`src/hdl/mpm_pkg.sv`:
```
// Shared types and constants for the masked pixel merge block.
`default_nettype none

package mpm_pkg;

  localparam int unsigned PixW  = 8;
  localparam int unsigned ModeW = 2;

  typedef logic [PixW-1:0] pix_t;

  typedef enum logic [ModeW-1:0] {
    ModeFull = 2'd0,
    Mode420  = 2'd1,
    Mode422  = 2'd2,
    Mode411  = 2'd3
  } mode_e;

  localparam pix_t MaskFull  = 8'hFF;
  localparam pix_t MaskEmpty = 8'h00;
  localparam pix_t RoundLsb  = 8'h80;

endpackage

`default_nettype wire

```
`src/hdl/mpm_mask.sv`:
```
// Effective mask derivation: sample a in full mode, else rounded pairwise averaging of the samples.
`default_nettype none

module mpm_mask (
  input  mpm_pkg::mode_e mode_i,
  input  mpm_pkg::pix_t  mask_a_i,
  input  mpm_pkg::pix_t  mask_b_i,
  input  mpm_pkg::pix_t  mask_c_i,
  input  mpm_pkg::pix_t  mask_d_i,
  output mpm_pkg::pix_t  mask_o
);
  import mpm_pkg::*;

  function automatic pix_t avg2(pix_t x, pix_t y);
    logic [PixW:0] s;
    s = {1'b0, x} + {1'b0, y} + {{PixW{1'b0}}, 1'b1};
    return s[PixW:1];
  endfunction

  pix_t avg_ab, avg_cd, avg_ac, avg_bd;

  assign avg_ab = avg2(mask_a_i, mask_b_i);
  assign avg_cd = avg2(mask_c_i, mask_d_i);
  assign avg_ac = avg2(mask_a_i, mask_c_i);
  assign avg_bd = avg2(mask_b_i, mask_d_i);

  always_comb begin
    unique case (mode_i)
      ModeFull: mask_o = mask_a_i;
      Mode420:  mask_o = avg2(avg_ac, avg_bd);
      Mode422:  mask_o = avg_ab;
      Mode411:  mask_o = avg2(avg_ab, avg_cd);
      default:  mask_o = mask_a_i;
    endcase
  end

endmodule

`default_nettype wire

```
`src/hdl/mpm_blend.sv`:
```
// Alpha blend of source over destination under an 8-bit mask.
`default_nettype none

module mpm_blend (
  input  mpm_pkg::pix_t dst_i,
  input  mpm_pkg::pix_t src_i,
  input  mpm_pkg::pix_t mask_i,
  output mpm_pkg::pix_t pixel_o
);
  import mpm_pkg::*;

  // (256-m)*dst + m*src + 128 rewritten as 256*dst + 128 + m*(src-dst)
  logic signed [PixW:0]     diff;
  logic signed [2*PixW+1:0] mask_ext;
  logic signed [2*PixW+1:0] diff_ext;
  logic signed [2*PixW+1:0] prod;
  logic signed [2*PixW+2:0] sum;

  assign diff     = $signed({1'b0, src_i}) - $signed({1'b0, dst_i});
  assign mask_ext = $signed({{(PixW+2){1'b0}}, mask_i});
  assign diff_ext = {{(PixW+1){diff[PixW]}}, diff};
  assign prod     = mask_ext * diff_ext;
  assign sum  = $signed({3'b000, dst_i, RoundLsb}) + {prod[2*PixW+1], prod};

  always_comb begin
    if (mask_i == MaskFull) begin
      pixel_o = src_i;
    end else if (mask_i == MaskEmpty) begin
      pixel_o = dst_i;
    end else begin
      pixel_o = sum[2*PixW-1:PixW];
    end
  end

endmodule

`default_nettype wire

```
`src/hdl/masked_pixel_merge.sv`:
```
// Masked pixel merge: two-register pipeline with mask averaging and blend.
//
// Usage: the input channel (in_valid_i/in_ready_o) carries one destination
// pixel, one source pixel and four mask samples per transaction. The output
// channel (out_valid_o/out_ready_i) returns one merged pixel per input
// transaction, in order. The config channel (cfg_valid_i/cfg_ready_o) sets
// the 2-bit subsampling mode; it is always ready and should only be written
// while no pixel is in flight.
// Path: a pixel that is accepted passes the input register, then the result
// register, before it is presented on the output. Throughput is one pixel per
// cycle while the output is not stalled; the logic between the two registers is
// the mask averaging, one 9x9 signed multiply and an add.
// Reset clears both valid flags and sets the mode to full resolution.
// When the receiver stalls, the result register holds and the input register
// fills; in_ready_o then drops until the output is taken. Ready propagates
// backward combinationally through both stages.
`default_nettype none

module masked_pixel_merge (
  input  wire logic          clk_i,
  input  wire logic          rst_ni,
  input  wire logic          in_valid_i,
  output logic               in_ready_o,
  input  mpm_pkg::pix_t      dst_pixel_i,
  input  mpm_pkg::pix_t      src_pixel_i,
  input  mpm_pkg::pix_t      mask_a_i,
  input  mpm_pkg::pix_t      mask_b_i,
  input  mpm_pkg::pix_t      mask_c_i,
  input  mpm_pkg::pix_t      mask_d_i,
  output logic               out_valid_o,
  input  wire logic          out_ready_i,
  output mpm_pkg::pix_t      merged_pixel_o,
  input  wire logic          cfg_valid_i,
  output logic               cfg_ready_o,
  input  wire logic [1:0]    cfg_data_i
);
  import mpm_pkg::*;

  mode_e mode_q;
  logic  s1_valid_q, out_valid_q;
  pix_t  s1_dst_q, s1_src_q, s1_a_q, s1_b_q, s1_c_q, s1_d_q;
  pix_t  merged_q;
  pix_t  mask, blend;
  logic  s2_ready, s1_ready;

  assign cfg_ready_o = 1'b1;

  always_ff @(posedge clk_i or negedge rst_ni) begin
    if (!rst_ni) begin
      mode_q <= ModeFull;
    end else if (cfg_valid_i) begin
      mode_q <= mode_e'(cfg_data_i);
    end
  end

  assign s2_ready   = !out_valid_q || out_ready_i;
  assign s1_ready   = !s1_valid_q || s2_ready;
  assign in_ready_o = s1_ready;

  always_ff @(posedge clk_i or negedge rst_ni) begin
    if (!rst_ni) begin
      s1_valid_q  <= 1'b0;
      out_valid_q <= 1'b0;
    end else begin
      if (s1_ready) begin
        s1_valid_q <= in_valid_i;
      end
      if (s2_ready) begin
        out_valid_q <= s1_valid_q;
      end
    end
  end

  always_ff @(posedge clk_i) begin
    if (s1_ready && in_valid_i) begin
      s1_dst_q <= dst_pixel_i;
      s1_src_q <= src_pixel_i;
      s1_a_q   <= mask_a_i;
      s1_b_q   <= mask_b_i;
      s1_c_q   <= mask_c_i;
      s1_d_q   <= mask_d_i;
    end
    if (s2_ready && s1_valid_q) begin
      merged_q <= blend;
    end
  end

  mpm_mask u_mask (
    .mode_i   (mode_q),
    .mask_a_i (s1_a_q),
    .mask_b_i (s1_b_q),
    .mask_c_i (s1_c_q),
    .mask_d_i (s1_d_q),
    .mask_o   (mask)
  );

  mpm_blend u_blend (
    .dst_i   (s1_dst_q),
    .src_i   (s1_src_q),
    .mask_i  (mask),
    .pixel_o (blend)
  );

  assign out_valid_o    = out_valid_q;
  assign merged_pixel_o = merged_q;

  // A pending stage-1 transaction moves into the result register when it can.
  a_s1_advance: assert property (@(posedge clk_i) disable iff (!rst_ni)
    (s1_valid_q && s2_ready) |=> out_valid_q)
    else $error("stage-1 transaction lost");

  // Input backpressure only when both stages are full and output is stalled.
  a_ready_low: assert property (@(posedge clk_i) disable iff (!rst_ni)
    !in_ready_o |-> (s1_valid_q && out_valid_q && !out_ready_i))
    else $error("input stalled without cause");

  a_full_mask: assert property (@(posedge clk_i) disable iff (!rst_ni)
    (s1_valid_q && s2_ready && mode_q == ModeFull && s1_a_q == MaskFull)
      |=> merged_pixel_o == $past(s1_src_q))
    else $error("full mask did not pass source pixel");

  a_empty_mask: assert property (@(posedge clk_i) disable iff (!rst_ni)
    (s1_valid_q && s2_ready && mode_q == ModeFull && s1_a_q == MaskEmpty)
      |=> merged_pixel_o == $past(s1_dst_q))
    else $error("empty mask did not keep destination pixel");

endmodule

`default_nettype wire
```
`config.mk`:
```
export PLATFORM = sky130hd
export DESIGN_NAME = masked_pixel_merge
export DESIGN_NICKNAME = d
export VERILOG_FILES = /design/src/hdl/mpm_pkg.sv /design/src/hdl/mpm_mask.sv /design/src/hdl/mpm_blend.sv /design/src/hdl/masked_pixel_merge.sv
export SDC_FILE = /design/constraint.sdc
export NUM_CORES = 1
export LEC_CHECK = 0
export BUFFER_PORTS_ARGS = -buffer_cell sky130_fd_sc_hd__buf_4
export CAP_MARGIN = 20
export CORE_ASPECT_RATIO = 0.9
export CORE_UTILIZATION = 45
export CTS_BUF_LIST = sky130_fd_sc_hd__clkbuf_4
export DETAILED_ROUTE_END_ITERATION = 10
export GPL_TIMING_DRIVEN = 0
export PLACE_DENSITY = 0.66
export SLEW_MARGIN = 40
export SYNTH_ARGS = -nofsm -noshare
export SYNTH_HDL_FRONTEND = slang
export SYNTH_SLANG_ARGS = --single-unit
```
`constraint.sdc`:
```
create_clock -name clk_i -period 7.45 [get_ports clk_i]
set_input_delay 1.49 -clock clk_i [delete_from_list [all_inputs] [get_ports clk_i]]
set_output_delay 1.49 -clock clk_i [all_outputs]
set_load 0.005 [all_outputs]
```
# After elaboration in Yosys (flattened, before gate mapping)
# Cells that the tools add are included.
# totals
rom_bits,0
input_bits,55
word_cells,40
output_inout_bits,11
mem_count,0
mem_bits_rw,0
latch_bits,0
ff_bits,60
# op_classes
shift,0
n_reduce_logical,8
muxes,3
eq_ne,4
n_bitwise,0
n_mul,1
n_lt_le_gt_ge,0
addsub,14
n_div,0
# ops
operator,n
$add A8 B8 Y9,6
$add A9 B1 Y9 const B,6
$pmux W8 S4,1
$add A16 B16 Y16,1
$mul A9 B9 Y16,1
$mux W8,2
$sub A8 B8 Y9,1
$eq A8 B8 Y1 const B,1
$logic_not A8 Y1,1
$eq A2 B2 Y1 const B,2
$eq A2 B1 Y1 const B,1
$logic_and A1 B1 Y1,2
$logic_not A1 Y1,2
$logic_not A2 Y1,1
$logic_or A1 B1 Y1,2

# Depth between registers and ports, before layout
# depth
ltp_word,9
depth_mapped,36
depth_no_buf,36

# Hierarchy
# From an unflattened synthesis, not the netlist that was laid out.
# hier_totals
cells_unflattened,677
area_unflattened_um2,6869.1
# by_module_without_submodules
mod,area_per_inst_um2,cells_per_inst,seq_area_each_um2,n_inst
mpm_blend,3046.7,366,0.0,1
mpm_mask,1953.1,241,0.0,1
masked_pixel_merge,1869.3,70,1781.7,1

# Least setup slack after synthesis
# No wires, ideal clock.
# synth_path
path_type,register to register
startpoint,register s1_c_q[0]
endpoint,"register merged_q[6] (netlist: merged_pixel_o[6]), data pin"
period_less_slack_ps,7475
slack_ps,-25
setup_time_ps,261
arrival_time_ps,7215
path_stages_with_launch,26
required_time_ps,7189
n_path_buf,1
path_cell_list,edfxtp_1 or2_2 fa_1 or2_2 fa_1 a211oi_2 nor2_1 xor2_1 mux4_2 buf_2 nor3b_1 fa_1 fa_1 fa_1 fa_1 inv_1 fa_1 inv_1 ha_1 nand2_1 nor3b_1 o31ai_2 a31oi_1 nor2_1 xnor2_1 o311a_1
# synth_via
elab_chain_len,9
elab_cells_between_ends,15
classes_between,add/sub (9); mul (1); eq/ne (1); mux (3); reduce/logical (1)
# synth_rtl
element,line,source
start: declaration,masked_pixel_merge.sv:41,"pix_t s1_dst_q, s1_src_q, s1_a_q, s1_b_q, s1_c_q, s1_d_q;"
start signal: assignment,masked_pixel_merge.sv:80,s1_c_q <= mask_c_i;
$add A8 B8 Y9,mpm_mask.sv:16,"s = {1'b0, x} + {1'b0, y} + {{PixW{1'b0}}, 1'b1};"
$add A9 B1 Y9,mpm_mask.sv:16,
$add A8 B8 Y9,mpm_mask.sv:16,
$add A9 B1 Y9,mpm_mask.sv:16,
$pmux W8 S4 *,mpm_mask.sv:28,unique case (mode_i)
$mul A9 B9 Y16,mpm_blend.sv:22,assign prod = mask_ext * diff_ext;
$add A16 B16 Y16,mpm_blend.sv:23,"assign sum = $signed({3'b000, dst_i, RoundLsb}) + {prod[2*PixW+1], prod};"
$mux W8,mpm_blend.sv:28,end else if (mask_i == MaskEmpty) begin
$mux W8 *,mpm_blend.sv:26,if (mask_i == MaskFull) begin
via blend[6],masked_pixel_merge.sv:43,"pix_t mask, blend;"
end signal: assignment,masked_pixel_merge.sv:84,merged_q <= blend;
end: declaration,masked_pixel_merge.sv:42,pix_t merged_q;
# Mark *: on every way through the listed nets, which the timed path passes. The rest lies on a longest branch.
# A chain may end at the register's enable or synchronous reset.

# Worst setup path after layout
# layout_path
startpoint,register s1_d_q[1]
endpoint,"register merged_q[6] (netlist: merged_pixel_o[6]), data pin"
# layout_via
elab_chain_len,9
elab_cells_between_ends,15
classes_between,add/sub (9); mul (1); eq/ne (1); mux (3); reduce/logical (1)
# layout_rtl
element,line,source
start: declaration,masked_pixel_merge.sv:41,
start signal: assignment,masked_pixel_merge.sv:81,s1_d_q <= mask_d_i;
$add A8 B8 Y9,mpm_mask.sv:16,
$add A9 B1 Y9,mpm_mask.sv:16,
$add A8 B8 Y9,mpm_mask.sv:16,
$add A9 B1 Y9,mpm_mask.sv:16,
$pmux W8 S4 *,mpm_mask.sv:28,
$mul A9 B9 Y16,mpm_blend.sv:22,
$add A16 B16 Y16,mpm_blend.sv:23,
$mux W8,mpm_blend.sv:28,
$mux W8 *,mpm_blend.sv:26,
via blend[6],masked_pixel_merge.sv:43,
# Marks and branches as above.

==> impl_metrics.csv <==
group,metric,value,unit
setup_path,critical_path.startpoint_type,"flop",
drt,post_drt_via_cell_ratio,5.294,
floorplanning,design.die.area,15790,um^2
yosys,synthesis.instances,678,
hold_path,min_to,"out_valid_o",
cells_and_area,areaGrowthSynthToFinish,25.62,%
sta,final_min_period_over_clock_period,102.2,%
floorplanning,initial_core_util,46.44,%
sta,final-hold-violation-count,0,
sta,worst_clock_skew,10.02,ps
cells_and_area,fin_util,58.33,%
drt,routed_wire_length_per_instance,16.15,um
yosys,yosysSeqAreaShare,25.89,%
place,io_buffer_count,64,
hold_path,hold-path-cell-count,1,
yosys,synthMostInstantiatedCell,"inv_1",
drt,first_iter_violations,281,
floorplanning,fp.dieW,132.4,um
sta,final_critical_path_setup_slack,-166.1,ps
setup_path,path_class,"flop to flop",
drt,route.detailed.drc,0,
sta,tightestPinTransition,667.1,ps
clock_tree,cts-root-to-sink-buffers,2,
floorplanning,row_count,42,
clock_tree,ctsRootBufferMaster,"clkbuf_4",
sta,slew_headroom,55.38,%
cells_and_area,multi_input_area,5145,um^2
setup_path,worst-endpoint-arrival,7820,ps
place,post-dp-hpwl,12300,um
setup_path,timing.reg2reg.setup_slack,-170,ps
job,maxCapViolCount,0,
sta,maxSlewViolCount,0,
clock_tree,tritoncts_clock_tree,"yes",
floorplanning,design.core.area,14820,um^2
yosys,synth_flop_cell,"edfxtp_1",
hold_path,min_path_type,"flop to flop",
sta,final.min_clock_period,7616,ps
yosys,synth_nets,874,
setup_path,required_time_at_the_endpoint_of_the_critical_path,7660,ps
drt,routed_wl,16250,um
sta,fmax,131.3,MHz
yosys,synthDistinctLibCells,71,
setup_path,regToRegEndpoint,"merged_pixel_o[6]",
grt,initial_antenna_violation_count,2,
clock_tree,clock_insertion_delay_worst_skew,450,ps
sta,final_setup_violation_count,7,
yosys,summed_instance_area_of_the_synthesized_netlist,6882,um^2
yosys,ys_seq_elements,60,
setup_path,slowest_stage,"fa_1",
yosys,synth_largest_area_cell,"edfxtp_1",
drt,vias,5326,
setup_path,rr_startpoint,"s1_d_q[1]",
grt,grt.total_usage,21.85,%
yosys,synth-edff-count,56,
setup_path,timing.critical_path.fanout_max,3,
clock_tree,cts_inserted_buffers,9,
cells_and_area,area_occupied_by_registers,1782,um^2
cells_and_area,nNetsFinal,997,
place,gpl.final_weighted_congestion,0.8945,
status,failed_checks,"negative setup slack",
clock_tree,clkSlewWorstSetupHoldPaths,110,ps
floorplanning,die_height,119.3,um
setup_path,timing.critical_path.to_type,"flop",
setup_path,r2r_cells,33,
status,outcome,"complete, but fails checks",
clock_tree,numClockSinks,60,
yosys,synthTopCellsByCount,"inv_1, ha_1, fa_1",
setup_path,worst_path_largest_cell_delay,530,ps
yosys,synth_top_area_share,24.44,%
cells_and_area,share_of_final_layout_standard_cells_stronger_than_drive_strength_1,29.90,%
grt,via_count_of_the_first_global_routing_pass,5616,
grt,grt_overflow_total,0,
grt,grt_start_max_net_pins,33,
hold_path,hold_path.startpoint,"s1_valid_q",
yosys,ys_warn_count,0,
clock_tree,total_number_of_h_tree_levels,3,
drt,dr.pass1.iters,5,
cells_and_area,filler_cell_count,1270,
floorplanning,io_pins,66,
sta,setup_repair_after_global_routing_missed_its_margin,"yes",
grt,wire_length_of_the_first_global_routing_pass,26880,um
yosys,synth.avg_cell_area,10.15,um^2
drt,route.antenna.remaining_nets,0,
yosys,ys_top_cells_by_area,"edfxtp_1, fa_1, ha_1, inv_1, mux2i_1",
yosys,synth-async-reset-ratio,6.667,%
setup_path,critical_path.most_common_cell,"fa_1",
sta,worst_hold_slack,497.2,ps
cell usage in the layout, fill, tap and decap left out, types with 3 or more instances in the layout:
| cell type | Yosys | final |
|---|---|---|
| buf_4 | 3 | 110 |
| inv_1 | 89 | 82 |
| ha_1 | 84 | 69 |
| edfxtp_1 | 56 | 56 |
| fa_1 | 57 | 48 |
| nor2_1 | 49 | 47 |
| nand2_1 | 51 | 46 |
| mux2i_1 | 24 | 24 |
| xnor2_1 | 24 | 22 |
| xor2_1 | 22 | 21 |
| nand2b_1 | 15 | 15 |
| a21oi_1 | 31 | 14 |
| a21oi_2 | 1 | 14 |
| o21ai_0 | 21 | 14 |
| ha_4 | 0 | 13 |
| a21o_1 | 12 | 12 |
| clkbuf_4 | 0 | 11 |
| buf_6 | 4 | 10 |
| nor2b_1 | 11 | 9 |
| fa_2 | 0 | 9 |
| and2_1 | 8 | 7 |
| inv_2 | 0 | 6 |
| nand3_1 | 6 | 6 |
| o21ai_1 | 3 | 6 |
| o21bai_1 | 6 | 6 |
| nor3_1 | 8 | 6 |
| a21oi_4 | 1 | 5 |
| o21ai_2 | 1 | 5 |
| o211ai_1 | 4 | 4 |
| o21a_1 | 4 | 4 |
| mux4_2 | 4 | 4 |
| dfrtp_1 | 4 | 4 |
| or2_4 | 0 | 3 |
| nor3b_1 | 6 | 3 |
| or2_2 | 6 | 3 |
| or3_1 | 3 | 3 |
| nand2_2 | 0 | 3 |
| clkinv_2 | 0 | 3 |
metrics by stage:
step	TNS, ps	instances	worst slack (ps)	instance area (um^2)
final	-481.5	1006	-166.1	8645
after global routing	-2819	1006	-421.1	8645
after CTS	-556.1	996	-143.1	8469
after detailed placement	-5158	941	-1069	7644
after global placement	-3530	940	-808.4	7616
after floorplan	-8.417	678	-8.417	6888
worst max-delay path by stage:
stage / start / end / slack (ps) / cells after the start
floorplan: s1_c_q[0] / merged_pixel_o[6] / -8 / 25
global placement: s1_a_q[0] / merged_pixel_o[7] / -810 / 27
detailed placement: s1_c_q[1] / merged_pixel_o[7] / -1070 / 31
CTS: s1_d_q[1] / merged_pixel_o[6] / -140 / 35
global route: s1_c_q[1] / merged_pixel_o[6] / -420 / 36
finish: s1_d_q[1] / merged_pixel_o[6] / -170 / 33
timing repair:
item | 4_1_cts | 5_1_grt
setup endpoints to repair | 8 | 8
setup buffers | 40 | 9
resized for setup | 81 | 28
pin swaps | 70 | 64
hold buffers | 0 | 0
routing by layer:
metal,global-route usage (%),vias up,wire length [um]
met3,4.172,24,541
met4,6.609,0,276
met2,36.61,107,7874
met5,0,-,0
met1,28.57,2619,7558
li1,-,2576,-
worst max-delay path: cells and delay by family (launching register included):
kind            cells  cell delay (ps)
xor+xnor            3              430
fa+ha+maj           8             3270
simple gates        4              440
buf+inv             6              620
compound gates     12             2170
flops               1              450
layout make-up:
cell class	count	area share [%]
inverters	89	3.908
clock inverters	6	0.9119
repair buffers	114	10.31
diodes	2	0.05790
flip-flops and latches	60	20.61
plain buffers	10	0.9553
multi-input cells	517	59.52
clock buffers	10	0.8684
well taps	198	2.866
state kept, by name, summed over array words and instances (netlist names):
register,count
s1_valid_q,1
s1_d_q,8
s1_a_q,8
s1_c_q,8
out_valid_o,1
s1_src_q,8
s1_b_q,8
merged_pixel_o,8
s1_dst_q,8
mode_q,2
cell families (layout without fill, tap and decap cells):
family | count (synthesis) | in the layout | share of synthesized area, %
fa+ha+maj | 141 | 141 | 31.85
mux | 30 | 30 | 5.127
buf+inv | 101 | 229 | 6.127
flops | 60 | 60 | 25.89
simple gates | 178 | 178 | 12.69
xor+xnor | 47 | 47 | 6.182
compound gates | 120 | 120 | 12.07
other cells | 1 | 3 | 0.05449
Power is left out: the tool's default activity adds up to more than one toggle a clock period on the data nets, which glitch-free logic cannot reach.
